<file path="config.mk">
export PLATFORM = sky130hd
export DESIGN_NAME = dma_descriptor_page_splitter
export DESIGN_NICKNAME = d
export VERILOG_FILES = /design/src/rtl/dps_pkg.sv /design/src/rtl/dps_piece_unit.sv /design/src/rtl/dps_table_state.sv /design/src/rtl/dma_descriptor_page_splitter.sv
export SDC_FILE = /design/constraint.sdc
export NUM_CORES = 1
export LEC_CHECK = 0
export ABC_CLOCK_PERIOD_IN_PS = 6200
export BUFFER_PORTS_ARGS = -buffer_cell sky130_fd_sc_hd__buf_2
export CORE_ASPECT_RATIO = 1.4
export CORE_MARGIN = 10
export CORE_UTILIZATION = 53
export CTS_CLUSTER_DIAMETER = 40
export DETAILED_ROUTE_END_ITERATION = 7
export MAX_ROUTING_LAYER = met4
export PLACE_DENSITY = 0.89
export SETUP_SLACK_MARGIN = 0.4
export SLEW_MARGIN = 15
export SYNTH_ARGS = -nofsm -noshare
export SYNTH_HDL_FRONTEND = slang
export SYNTH_SLANG_ARGS = --single-unit
export TNS_END_PERCENT = 30
</file>
<file path="constraint.sdc">
create_clock -name clock -period 6.2 [get_ports clock]
set_input_delay 0.62 -clock clock [delete_from_list [all_inputs] [get_ports clock]]
set_output_delay 0.62 -clock clock [all_outputs]
set_load 0.05 [all_outputs]
</file>
<file path="src/rtl/dps_pkg.sv">
// ----------------------------------------------------------------------------
// dps_pkg - shared types and constants of the descriptor page splitter
// Widths, limits and the structs passed between the splitter's units.
// ----------------------------------------------------------------------------
package dps_pkg;

   // byte counts, lengths and running totals
   localparam int CNT_W     = 17;
   localparam int ADDR_W    = 32;
   localparam int PRD_CNT_W = 13;
   localparam int SLOT_IDX_W = 5;
   localparam int NRES_W    = 5;

   localparam logic [CNT_W-1:0]  LEN_CAP   = 17'h10000;
   localparam logic [CNT_W-1:0]  BIG_LIMIT = 17'h10000;
   localparam logic [CNT_W-1:0]  TOTAL_SAT = 17'h1FFFF;

   // most results one request may produce
   localparam logic [NRES_W-1:0] RES_MAX   = 5'd17;

   // result of the shared page splitting step
   typedef struct packed {
      logic [CNT_W-1:0] piece;
      logic [CNT_W-1:0] rem_next;
      logic             last_piece;
   } piece_type;

   // table bookkeeping seen by the current piece
   typedef struct packed {
      logic                  valid;
      logic [SLOT_IDX_W-1:0] slot_index;
      logic [CNT_W-1:0]      total;
      logic                  too_big;
   } slot_status_type;

endpackage

</file>
<file path="src/rtl/dps_piece_unit.sv">
// ----------------------------------------------------------------------------
// dps_piece_unit - shared page splitting step
// Cuts the remaining segment at the next page boundary: one subtract for
// the room left in the page, one compare for the piece, one subtract for
// what is left after it.
// ----------------------------------------------------------------------------
module dps_piece_unit #(
   parameter int PAGE_SIZE = 4096
) (
   input  logic [dps_pkg::ADDR_W-1:0] cur_addr,
   input  logic [dps_pkg::CNT_W-1:0]  rem,
   output dps_pkg::piece_type         result
);
   import dps_pkg::*;

   // page size is a power of two
   localparam int PAGE_LOG = $clog2(PAGE_SIZE);

   logic [PAGE_LOG:0]   room_raw;
   logic [CNT_W-1:0]    room;
   logic [CNT_W-1:0]    piece;

   assign room_raw = (PAGE_LOG+1)'(PAGE_SIZE) - {1'b0, cur_addr[PAGE_LOG-1:0]};
   assign room     = CNT_W'(room_raw);
   assign piece    = (room < rem) ? room : rem;

   assign result.piece      = piece;
   assign result.rem_next   = rem - piece;
   assign result.last_piece = (rem == piece);

endmodule

</file>
<file path="src/rtl/dps_table_state.sv">
// ----------------------------------------------------------------------------
// dps_table_state - slot counter and running byte total
// Grants a slot while the table has room, saturates the total, and clears
// both after the final piece of the last segment.
// ----------------------------------------------------------------------------
module dps_table_state #(
   parameter int MAX_SLOTS = 17
) (
   input  logic                      clock,
   input  logic                      reset,
   input  logic                      step,
   input  logic                      clear,
   input  logic [dps_pkg::CNT_W-1:0] piece,
   output dps_pkg::slot_status_type  status
);
   import dps_pkg::*;

   localparam int SLOT_W = $clog2(MAX_SLOTS + 1);

   logic [SLOT_W-1:0] slot_ff, slot_in;
   logic [CNT_W-1:0]  total_ff, total_in;
   logic [CNT_W:0]    sum;
   logic [CNT_W-1:0]  total_next;
   logic              grant;

   assign grant      = (slot_ff < SLOT_W'(MAX_SLOTS));
   assign sum        = {1'b0, total_ff} + {1'b0, piece};
   // saturate the total
   assign total_next = grant ? (sum[CNT_W] ? TOTAL_SAT : sum[CNT_W-1:0]) : total_ff;

   assign status.valid      = grant;
   assign status.slot_index = grant ? SLOT_IDX_W'(slot_ff) : '0;
   assign status.total      = total_next;
   assign status.too_big    = (total_next > BIG_LIMIT);

   always_comb begin
      slot_in  = slot_ff;
      total_in = total_ff;
      if (step) begin
         if (clear) begin
            slot_in  = '0;
            total_in = '0;
         end else begin
            if (grant) begin
               slot_in = slot_ff + SLOT_W'(1);
            end
            total_in = total_next;
         end
      end
   end

   always_ff @(posedge clock) begin
      if (reset) begin
         slot_ff  <= '0;
         total_ff <= '0;
      end else begin
         slot_ff  <= slot_in;
         total_ff <= total_in;
      end
   end

endmodule

</file>
<file path="src/rtl/dma_descriptor_page_splitter.sv">
// ----------------------------------------------------------------------------
// dma_descriptor_page_splitter - physical region descriptor table builder
// Splits each scatter-gather segment at page boundaries and emits one
// descriptor result per piece, with slot, running total and table flags.
//
//   channel  ports                 direction  contents
//   -------  --------------------  ---------  ------------------------------
//   req      req_valid/req_stall   in         segment: addr, len, last mark
//   rsp      rsp_valid/rsp_stall   out        one descriptor per page piece
//
// Flow: a request is loaded in ST_IDLE and then split into pieces (1 to 17
//   pieces), one piece per cycle through the shared page splitting unit
//   while the result register is free to take it.
// req_stall stays high while a segment is being split; the next request is
// taken at the edge after its last piece is loaded into the result register.
// rsp_stall holds the result register and the splitter waits with it.
// Reset (synchronous) clears the sequencer, slot counter and byte total.
// ----------------------------------------------------------------------------
module dma_descriptor_page_splitter #(
   parameter int MAX_SLOTS  = 17,
   parameter int PAGE_SIZE  = 4096
) (
   input  logic                          clock,
   input  logic                          reset,
   // request channel
   input  logic                          req_valid,
   output logic                          req_stall,
   input  logic [dps_pkg::ADDR_W-1:0]    req_seg_addr,
   input  logic [dps_pkg::CNT_W-1:0]     req_seg_len,
   input  logic                          req_last_seg,
   // result channel
   output logic                          rsp_valid,
   input  logic                          rsp_stall,
   output logic                          rsp_entry_valid,
   output logic [dps_pkg::ADDR_W-1:0]    rsp_prd_addr,
   output logic [dps_pkg::PRD_CNT_W-1:0] rsp_prd_count,
   output logic                          rsp_end_of_table,
   output logic [dps_pkg::SLOT_IDX_W-1:0] rsp_slot_index,
   output logic [dps_pkg::CNT_W-1:0]     rsp_byte_total,
   output logic                          rsp_slot_overflow,
   output logic                          rsp_too_big,
   output logic                          rsp_run_last
);
   import dps_pkg::*;

   localparam logic ST_IDLE = 1'b0;
   localparam logic ST_RUN  = 1'b1;

   // sequencer state
   logic              state_ff, state_in;
   logic [ADDR_W-1:0] addr_ff, addr_in;
   logic [CNT_W-1:0]  rem_ff, rem_in;
   logic              last_ff, last_in;
   logic [NRES_W-1:0] n_ff, n_in;

   // result register
   logic                  rsp_valid_ff, rsp_valid_in;
   logic                  entry_valid_ff;
   logic [ADDR_W-1:0]     prd_addr_ff;
   logic [PRD_CNT_W-1:0]  prd_count_ff;
   logic                  eot_ff;
   logic [SLOT_IDX_W-1:0] slot_index_ff;
   logic [CNT_W-1:0]      byte_total_ff;
   logic                  overflow_ff;
   logic                  too_big_ff;
   logic                  run_last_ff;

   piece_type       pc;
   slot_status_type st;
   logic            accept;
   logic            out_free;
   logic            emit;
   logic            stop;

   dps_piece_unit #(
      .PAGE_SIZE (PAGE_SIZE)
   ) u_piece (
      .cur_addr (addr_ff),
      .rem      (rem_ff),
      .result   (pc)
   );

   dps_table_state #(
      .MAX_SLOTS (MAX_SLOTS)
   ) u_table (
      .clock  (clock),
      .reset  (reset),
      .step   (emit),
      .clear  (stop && last_ff),
      .piece  (pc.piece),
      .status (st)
   );

   assign req_stall = (state_ff == ST_RUN);
   assign accept    = req_valid && (state_ff == ST_IDLE);
   assign out_free  = !rsp_valid_ff || !rsp_stall;
   assign emit      = (state_ff == ST_RUN) && out_free;
   // stop at the end of the segment or at the per-request result limit
   assign stop      = pc.last_piece || (n_ff == RES_MAX - NRES_W'(1));

   // sequencer: load a segment, then advance one piece per free result slot
   always_comb begin
      state_in = state_ff;
      addr_in  = addr_ff;
      rem_in   = rem_ff;
      last_in  = last_ff;
      n_in     = n_ff;
      unique case (state_ff)
         ST_IDLE: begin
            if (accept) begin
               state_in = ST_RUN;
               addr_in  = req_seg_addr;
               rem_in   = (req_seg_len > LEN_CAP) ? LEN_CAP : req_seg_len;
               last_in  = req_last_seg;
               n_in     = '0;
            end
         end
         ST_RUN: begin
            if (emit) begin
               addr_in = addr_ff + ADDR_W'(pc.piece);
               rem_in  = pc.rem_next;
               n_in    = n_ff + NRES_W'(1);
               if (stop) begin
                  state_in = ST_IDLE;
               end
            end
         end
         default: begin
            state_in = ST_IDLE;
         end
      endcase
   end

   always_ff @(posedge clock) begin
      if (reset) begin
         state_ff <= ST_IDLE;
      end else begin
         state_ff <= state_in;
      end
   end

   always_ff @(posedge clock) begin
      addr_ff <= addr_in;
      rem_ff  <= rem_in;
      last_ff <= last_in;
      n_ff    <= n_in;
   end

   // result register: drop the result valid when taken, load a new piece on emit
   always_comb begin
      rsp_valid_in = rsp_valid_ff;
      if (emit) begin
         rsp_valid_in = 1'b1;
      end else if (!rsp_stall) begin
         rsp_valid_in = 1'b0;
      end
   end

   always_ff @(posedge clock) begin
      if (reset) begin
         rsp_valid_ff <= 1'b0;
      end else begin
         rsp_valid_ff <= rsp_valid_in;
      end
   end

   always_ff @(posedge clock) begin
      if (emit) begin
         entry_valid_ff <= st.valid;
         prd_addr_ff    <= st.valid ? addr_ff : '0;
         prd_count_ff   <= st.valid ? pc.piece[PRD_CNT_W-1:0] : '0;
         eot_ff         <= last_ff && stop;
         slot_index_ff  <= st.slot_index;
         byte_total_ff  <= st.total;
         overflow_ff    <= !st.valid;
         too_big_ff     <= st.too_big;
         run_last_ff    <= stop;
      end
   end

   assign rsp_valid         = rsp_valid_ff;
   assign rsp_entry_valid   = entry_valid_ff;
   assign rsp_prd_addr      = prd_addr_ff;
   assign rsp_prd_count     = prd_count_ff;
   assign rsp_end_of_table  = eot_ff;
   assign rsp_slot_index    = slot_index_ff;
   assign rsp_byte_total    = byte_total_ff;
   assign rsp_slot_overflow = overflow_ff;
   assign rsp_too_big       = too_big_ff;
   assign rsp_run_last      = run_last_ff;

endmodule
</file>
# Word-level counts from Yosys, hierarchy flattened

Index checks and enable logic that the tools add are counted.

Output and inout bits: 74
Input bits: 54
Word-level logic and storage cells: 67
Bits in registers: 151

Equal/unequal tests: 5
Muxes and demuxes: 22
Reductions and logical operators: 12
$lt $le $gt $ge: 4
Add/sub/neg operators: 6
Bitwise logic cells: 1

Operator list:

| operator                 | count |
|---|---|
| $mux W17                 | 7 |
| $mux W32                 | 2 |
| $pmux W32 S2             | 1 |
| $gt A17 B17 Y1 const B   | 2 |
| $pmux W17 S2             | 1 |
| $add A32 B17 Y32         | 1 |
| $mux W5                  | 4 |
| $add A17 B17 Y18         | 1 |
| $eq A17 B17 Y1           | 1 |
| $lt A13 B17 Y1           | 1 |
| $sub A17 B17 Y17         | 1 |
| $sub A13 B12 Y13 const A | 1 |
| $add A5 B1 Y5 const B    | 2 |
| $pmux W5 S2              | 1 |
| $reduce_and A2 Y1        | 3 |
| $eq A5 B5 Y1 const B     | 1 |
| $lt A5 B5 Y1 const B     | 1 |
| $mux W1                  | 5 |
| $ne A2 B1 Y1 const B     | 2 |
| $logic_and A1 B1 Y1      | 3 |
| $logic_not A1 Y1         | 3 |
| $logic_or A1 B1 Y1       | 2 |
| $ne A2 B2 Y1 const B     | 1 |
| $pmux W1 S2              | 1 |
| other kinds (2)          | 2 |

# Depth between registers and ports, before layout

Gate-level depths: netlist of run 1.

Depth in word-level cells: 8
Depth in mapped cells: 27
Gate-level depth less buffers: 26

# By module

Synthesis of run 1 repeated with hierarchy kept, for this count alone.

Cells, all modules: 938
Area, all modules: 9,695.5 µm²

Modules (own cells, without submodules):

| module                       | area each (µm²) | cells an instance | sequential area each (µm²) | instances |
|---|---|---|---|---|
| dma_descriptor_page_splitter | 6,221.0         | 490               | 3,853.7                    | 1 |
| dps_table_state              | 1,986.9         | 253               | 440.4                      | 1 |
| dps_piece_unit               | 1,487.7         | 195               | 0.0                        | 1 |

# Least setup slack after synthesis of run 1

No wires, ideal clock.

Kind: reg-to-reg
From: register addr_ff[1]
To: register too_big_ff, in the netlist rsp_too_big (data pin)
Cell stages (with the launch flop): 26
Clock period less this slack: 5,917 ps
Buffers on the path: 1
Path slack: 283 ps
Arrival time: 5,647 ps
Setup time: 269 ps
Path through: edfxtp_1 -> inv_1 -> ha_1 -> nand2_1 -> or2_2 -> or3_1 -> or4_1 -> xor2_1 -> ha_1 -> a21oi_1 -> nor2b_1 -> o21ai_0 -> nand2_1 -> o31ai_4 -> buf_4 -> mux2i_1 -> inv_1 -> ha_1 -> a2111oi_2 -> o21ai_1 -> a41o_1 -> a21oi_4 -> o21ai_2 -> o32a_1 -> nor4b_2 -> a31oi_1

RTL lines:

| element                | line                                | source |
|---|---|---|
| start, declared        | dma_descriptor_page_splitter.sv:51  | `logic [ADDR_W-1:0] addr_ff, addr_in;` |
| start signal, assigned | dma_descriptor_page_splitter.sv:143 | `addr_ff <= addr_in;` |
| end signal, assigned   | dma_descriptor_page_splitter.sv:176 | `too_big_ff <= st.too_big;` |
| end, declared          | dma_descriptor_page_splitter.sv:65  | `logic too_big_ff;` |

==> results.ini, run 1 <==
[run_status]
status = finished with violations
failed_checks = design-rule violations, negative setup slack

[critical_path]
worst-path-buf-inv = 4
worst-setup-path-type = reg2reg
crit_cells = 26
critPathLaunch = addr_ff[0]
cp-end-kind = flip-flop
worstSetupStartpointType = flip-flop
worstPathRequired_ns = 6.36
crit_path_end = rsp_too_big
cp_max_fo = 9
worst_path_max_delay_cell = nor4_1
cpPeakStageDelay_ns = 0.53
cp.arrival_ns = 6.90
rrSetupSlack_ns = -0.54
regToRegEndpoint = rsp_too_big
cp_top_family = simple AND/OR/NAND/NOR gates
timing.rr.start = addr_ff[0]
reg2reg_depth = 26

[job]
cap_violations = 0

[timing]
relSlewSlack_pct = 25.7
rsz0062_at_grt = true
fin_hold_ws_ns = 0.361
fin_crit_ns = 6.74
setup_ws_ns = -0.543
finalHoldViolations = 0
worst_slew_pin_slew_ns = 1.11
fin_worst_skew_ns = 0.0124
slew_viol_final = 0
post-route-period-util_pct = 109
clock.fmax_mhz = 148
finalSetupViolCount = 32
finalSetupTns_ns = -6.05

[clock_tree]
cts.sinks = 151
cts.clk_slew.worst_paths_ns = 0.07
cts-root-buf = clkbuf_16
cts_max_level = 4
clk-insertion-delay-late_ns = 0.45
clock_path_buffers = 2
cts_buffers = 17
tritoncts = done

[routing]
drtPass1Iterations = 8
drc = 18
drt-wirelength-per-cell_microns = 25.6
ant_nets = 0
wl_microns = 32900
routed_via_density = 6.77
vias = 8693
drt_iter0_markers = 1287

[placed_design]
dp_worst_setup_slack_ns = 0.0277
placed_cells = 1199
place_area_sq_um = 10000
io_buffers = 127
dp_hpwl_microns = 17000
gp_congestion = 0.935

[power]
power_mw = 6.16
p_per_area_nw_per_um2 = 516
max-vdd-ir-drop_uv = 222
p_leak_nw = 4.85

[synth]
ys.flop_type = edfxtp_1
yosys.area_share.simple_pct = 14.0
synthTopCellsByArea = edfxtp_1 43%, ha_1 8.8%, dfxtp_1 5.4%
synth_edf_count = 127
post_synth.cell_area_avg_sq_um = 10.5
synth_seq_cells = 151
yosys_warnings = 0
synth_top_family_by_area = compound AO/OA/AOI/OAI gates
synth_adder_area_share_pct = 9.48
syn_area_sq_um = 8950
ys_async_sr_fraction_pct = 0
synth_top_area_cell = edfxtp_1
synth_compound_gate_area_share_pct = 15.1
synthCells = 856
ys_seq_area_share_pct = 48.0
yosysTopAreaCellShare_pct = 42.6
synth-xor-area-share_pct = 6.36
synth_mux_area_share_pct = 3.33
synth.distinct_cells = 72

[cells_and_area]
fin_cells = 1284
drive_gt1_share_pct = 36.7
nets = 1185
area_delta_synth_final_pct = 33.3
design_area_sq_um = 11900
utilization_pct = 71.5

[floorplan]
initial_utilization_pct = 53.7
die_area_sq_um = 22600
coreArea_sq_um = 16700
rows = 56
die_height_microns = 174
ios = 128
die_x_microns = 130

[global_route]
grt_pass1_vias = 8046
antenna_found_initial = 3
overflow = 0
grt_usage_pct = 25.3
grt_start_max_net_pins = 68
grt_pass1_wl_microns = 43500

[hold_path]
hold_path.class = in2reg

-- worst reg2reg max path: cells and delay by family, from the launching register on --
kind	cells	cell delay (ns)
DFF	1	0.42
AOI/OAI and AO/OA	9	2.11
muxes	1	0.28
buffers and inverters	4	0.58
and+or+nand+nor	8	2.11
adders and majority gates	3	0.77
xor gates and xnor gates	1	0.21
-- power breakdown --
part / switching (mW) / internal [mW]
clock network: 0.468 / 0.681
registers: 0.185 / 1.38
logic: 2.06 / 1.39
-- cell usage in the layout (no fill, tap or decap), types with 12 or more instances in the layout --
cell and count:
a21o_1 13, mux2_2 13, xnor2_1 34, ha_1 46
nor2_1 92, buf_2 128, clkbuf_16 17, inv_1 38
a21oi_2 19, a21oi_1 45, nand2_1 36, a22oi_1 13
buf_4 73, xor2_1 25, o21ai_0 19, and2_1 34
edfxtp_1 127, dfxtp_1 23, inv_2 15, nand3_1 12
ha_4 13
-- logic make-up after synthesis --
group	Yosys count
other cells	1
compound gates	204
buf+inv	84
fa+ha+maj	66
mux	28
xor+xnor	65
flops	151
simple gates	257
-- routing by layer --
metal	vias to the layer above	GRT usage (%)	wire length [microns]
met5	-	-	0
met4	0	13.8	2790
met3	312	5.72	3570
met2	822	41.0	15600
met1	4009	28.3	10900
li1	3550	-	-
-- sequential cells by signal, summed over array words and instances (netlist names) --
| name | flops |
|---|---|
| rem_ff | 17 |
| rsp_slot_index | 5 |
| rsp_prd_count | 13 |
| req_stall | 1 |
| rsp_run_last | 1 |
| rsp_byte_total | 17 |
| rsp_slot_overflow | 1 |
| n_ff | 5 |
| rsp_valid | 1 |
| rsp_end_of_table | 1 |
| rsp_entry_valid | 1 |
| last_ff | 1 |
| rsp_prd_addr | 32 |
| addr_ff | 32 |
| u_table.total_ff | 17 |
| rsp_too_big | 1 |
| u_table.slot_ff | 5 |
-- worst min path at each step --
| stage | start | to | slack [ns] | cells past startpoint |
|---|---|---|---|---|
| final | req_last_seg | last_ff | 0.36 | 1 |
| after global placement | u_table.slot_ff[2] | u_table.slot_ff[2] | 0.48 | 2 |
| after floorplan | u_table.slot_ff[2] | u_table.slot_ff[2] | 0.47 | 2 |
| after global routing | req_last_seg | last_ff | 0.36 | 1 |
| after CTS | req_last_seg | last_ff | 0.35 | 1 |
| after detailed placement | u_table.slot_ff[2] | u_table.slot_ff[2] | 0.50 | 2 |
-- final cells by class --
class / instances / area [sq um]
diodes: 3 / 7.51
multi-input cells: 628 / 5180
repair buffers: 213 / 1360
flip-flops and latches: 151 / 4300
well taps: 203 / 254
clock buffers: 19 / 433
fillers: 999 / 4750
clock inverters: 13 / 198
inverters: 54 / 203
-- timing repair --
item / 4_1_cts / 5_1_grt
pin swaps: 28 / 76
endpoints found under the setup margin: 65 / 75
hold buffers: 0 / 0
cloned: 1 / 2
buffers inserted: 33 / 14
gates resized for setup: 94 / 95
-- synth_stat cells, types with 6 or more instances --
cell type	instances
mux2_2	14
and3_1	8
xor2_1	26
o21ai_0	37
nor2_1	102
xnor2_1	39
nor3_1	11
dfxtp_1	24
and2_1	34
edfxtp_1	127
nor2b_1	12
a22oi_1	17
clkbuf_1	22
nand4_1	6
nor4_1	11
a31oi_1	6
mux2i_1	14
a21o_1	13
nand3_1	13
inv_1	53
o21a_1	8
nand2_1	37
a21oi_1	64
ha_1	63
(Power assumes the default switching activity.)
==> run 2, diff against run 1 <==
--- a/config.mk
+++ b/config.mk
@@ -15,6 +15,7 @@
 export MAX_ROUTING_LAYER = met4
 export PLACE_DENSITY = 0.89
 export SETUP_SLACK_MARGIN = 0.4
+export SKIP_CTS_REPAIR_TIMING = 1
 export SLEW_MARGIN = 15
 export SYNTH_ARGS = -nofsm -noshare
 export SYNTH_HDL_FRONTEND = slang
==> results.ini, run 2 (same netlist as run 1, synthesis figures left out) <==
[routing]
vias = 8308
routed_via_density = 6.61
drt-wirelength-per-cell_microns = 24.2
drtPass1Iterations = 8
ant_nets = 0
wl_microns = 30400
drt_iter0_markers = 1113
drc = 1

[run_status]
status = finished with violations
failed_checks = design-rule violations, negative setup slack

[global_route]
grt_pass1_vias = 7571
antenna_found_initial = 2
grt_usage_pct = 22.0
grt_pass1_wl_microns = 38200
overflow = 0
grt_start_max_net_pins = 68

[timing]
finalHoldViolations = 0
slew_viol_final = 0
worst_slew_pin_slew_ns = 1.04
clock.fmax_mhz = 150
fin_crit_ns = 6.65
post-route-period-util_pct = 107
finalSetupTns_ns = -6.20
rsz0062_at_grt = true
relSlewSlack_pct = 30.2
fin_worst_skew_ns = 0.0222
finalSetupViolCount = 30
setup_ws_ns = -0.453

[placed_design]
dp_hpwl_microns = 17000
place_area_sq_um = 10000
gp_congestion = 0.935
io_buffers = 127

[clock_tree]
tritoncts = done
cts.sinks = 151
clock_path_buffers = 2
cts_buffers = 17
cts_max_level = 4
clk-insertion-delay-late_ns = 0.46
cts.clk_slew.worst_paths_ns = 0.07
cts-root-buf = clkbuf_16

[power]
max-vdd-ir-drop_uv = 292
power_frac_clock_pct = 19.6
seq_power_share_pct = 26.4
p_per_area_nw_per_um2 = 511
p_int_mw = 3.33
p_leak_nw = 4.71
switching_share_pct = 43.7
p_sw_mw = 2.58
combPwrFrac_pct = 54.0
power_mw = 5.91

[critical_path]
worstSetupStartpointType = flip-flop
worst-setup-path-type = reg2reg
worstPathRequired_ns = 6.46
cp.arrival_ns = 6.91
cp_max_fo = 8
cp-end-kind = flip-flop

[cells_and_area]
nets = 1159
layout_commonest_cell = buf_2
drive_gt1_share_pct = 33.4
area_delta_synth_final_pct = 29.4
design_area_sq_um = 11600
mostFrequentLayoutCells = 128 x buf_2, 127 x edfxtp_1, 97 x nor2_1
nFillCells = 1068

[floorplan]
coreArea_sq_um = 16700
die_area_sq_um = 22600
die_height_microns = 174
die_x_microns = 130
initial_utilization_pct = 53.7
ios = 128
rows = 56

[hold_path]
hold_path.class = in2reg

[job]
cap_violations = 0

==> run 2: cell types whose count changed in the layout (fill, tap and decap cells not counted), sizes merged <==
cell / delta
diode: -1
clkbuf: +1
buf: -27
==> run 2: final timing paths <==
path,from,end,slack (ns),cells after the start
setup / recovery,addr_ff[0],addr_ff[31],-0.45,27
hold / removal,req_last_seg,last_ff,0.35,1
setup reg to reg,addr_ff[0],addr_ff[31],-0.45,27
hold reg to reg,u_table.slot_ff[3],u_table.slot_ff[3],0.55,2
==> run 2: power groups by stage <==
stage	Sequential (mW)	Combinational, mW	Clock, mW
2_1_floorplan	1.76	1.49	0
3_3_place_gp	1.52	2.29	0
3_5_place_dp	1.53	2.36	0
4_1_cts	1.51	2.43	1.13
5_1_grt	1.57	3.32	1.19
6_report	1.56	3.19	1.16
==> run 2: cell type report <==
class	instances	area, sq um	area share [%]
antenna	2	5.00	0.0432
clock buffer	19	433	3.74
clock inverter	13	198	1.71
inverter	54	203	1.75
multi-input combinational	628	5050	43.6
sequential	151	4300	37.1
tap	203	254	2.19
timing repair buffer	187	1140	9.84
==> run 2: metrics by stage <==
step	cells	utilization, %	setup WS (ns)	hold WS, ns
6_report	1257	69.4	-0.453	0.349
5_1_grt	1257	69.4	-0.597	0.344
4_1_cts	1231	64.0	-0.229	0.355
3_5_place_dp	1199	60.2	0.0277	0.497
3_3_place_gp	1199	60.2	0.152	0.483
2_1_floorplan	863	-	0.318	0.466
==> run 2: per-layer routing <==
metal | part of all wire [%] | global-route usage (%) | vias up
met3 | 10 | 4.29 | 203
met2 | 48 | 36.5 | 682
li1 | - | - | 3485
met1 | 35 | 24.2 | 3938
met5 | 0 | - | -
met4 | 6.9 | 11.7 | 0
==> run 2: worst max-delay path, cell delays in order, from the launching register on <==
cell	delay, ns
edfxtp_1	0.43
inv_2	0.12
ha_4	0.17
nand2_4	0.05
or2_4	0.23
or3_4	0.36
or4_4	0.58
xor2_4	0.25
ha_4	0.24
a21oi_2	0.13
nor2b_1	0.06
o21ai_1	0.13
nand2_1	0.12
o31ai_4	0.38
clkbuf_16	0.25
mux2i_4	0.30
inv_2	0.10
ha_1	0.30
a21oi_2	0.07
o31a_1	0.30
a211oi_2	0.32
o311ai_2	0.15
buf_4	0.20
a211o_1	0.36
o21a_4	0.27
nand3b_1	0.18
xor2_1	0.17
a21oi_1	0.23
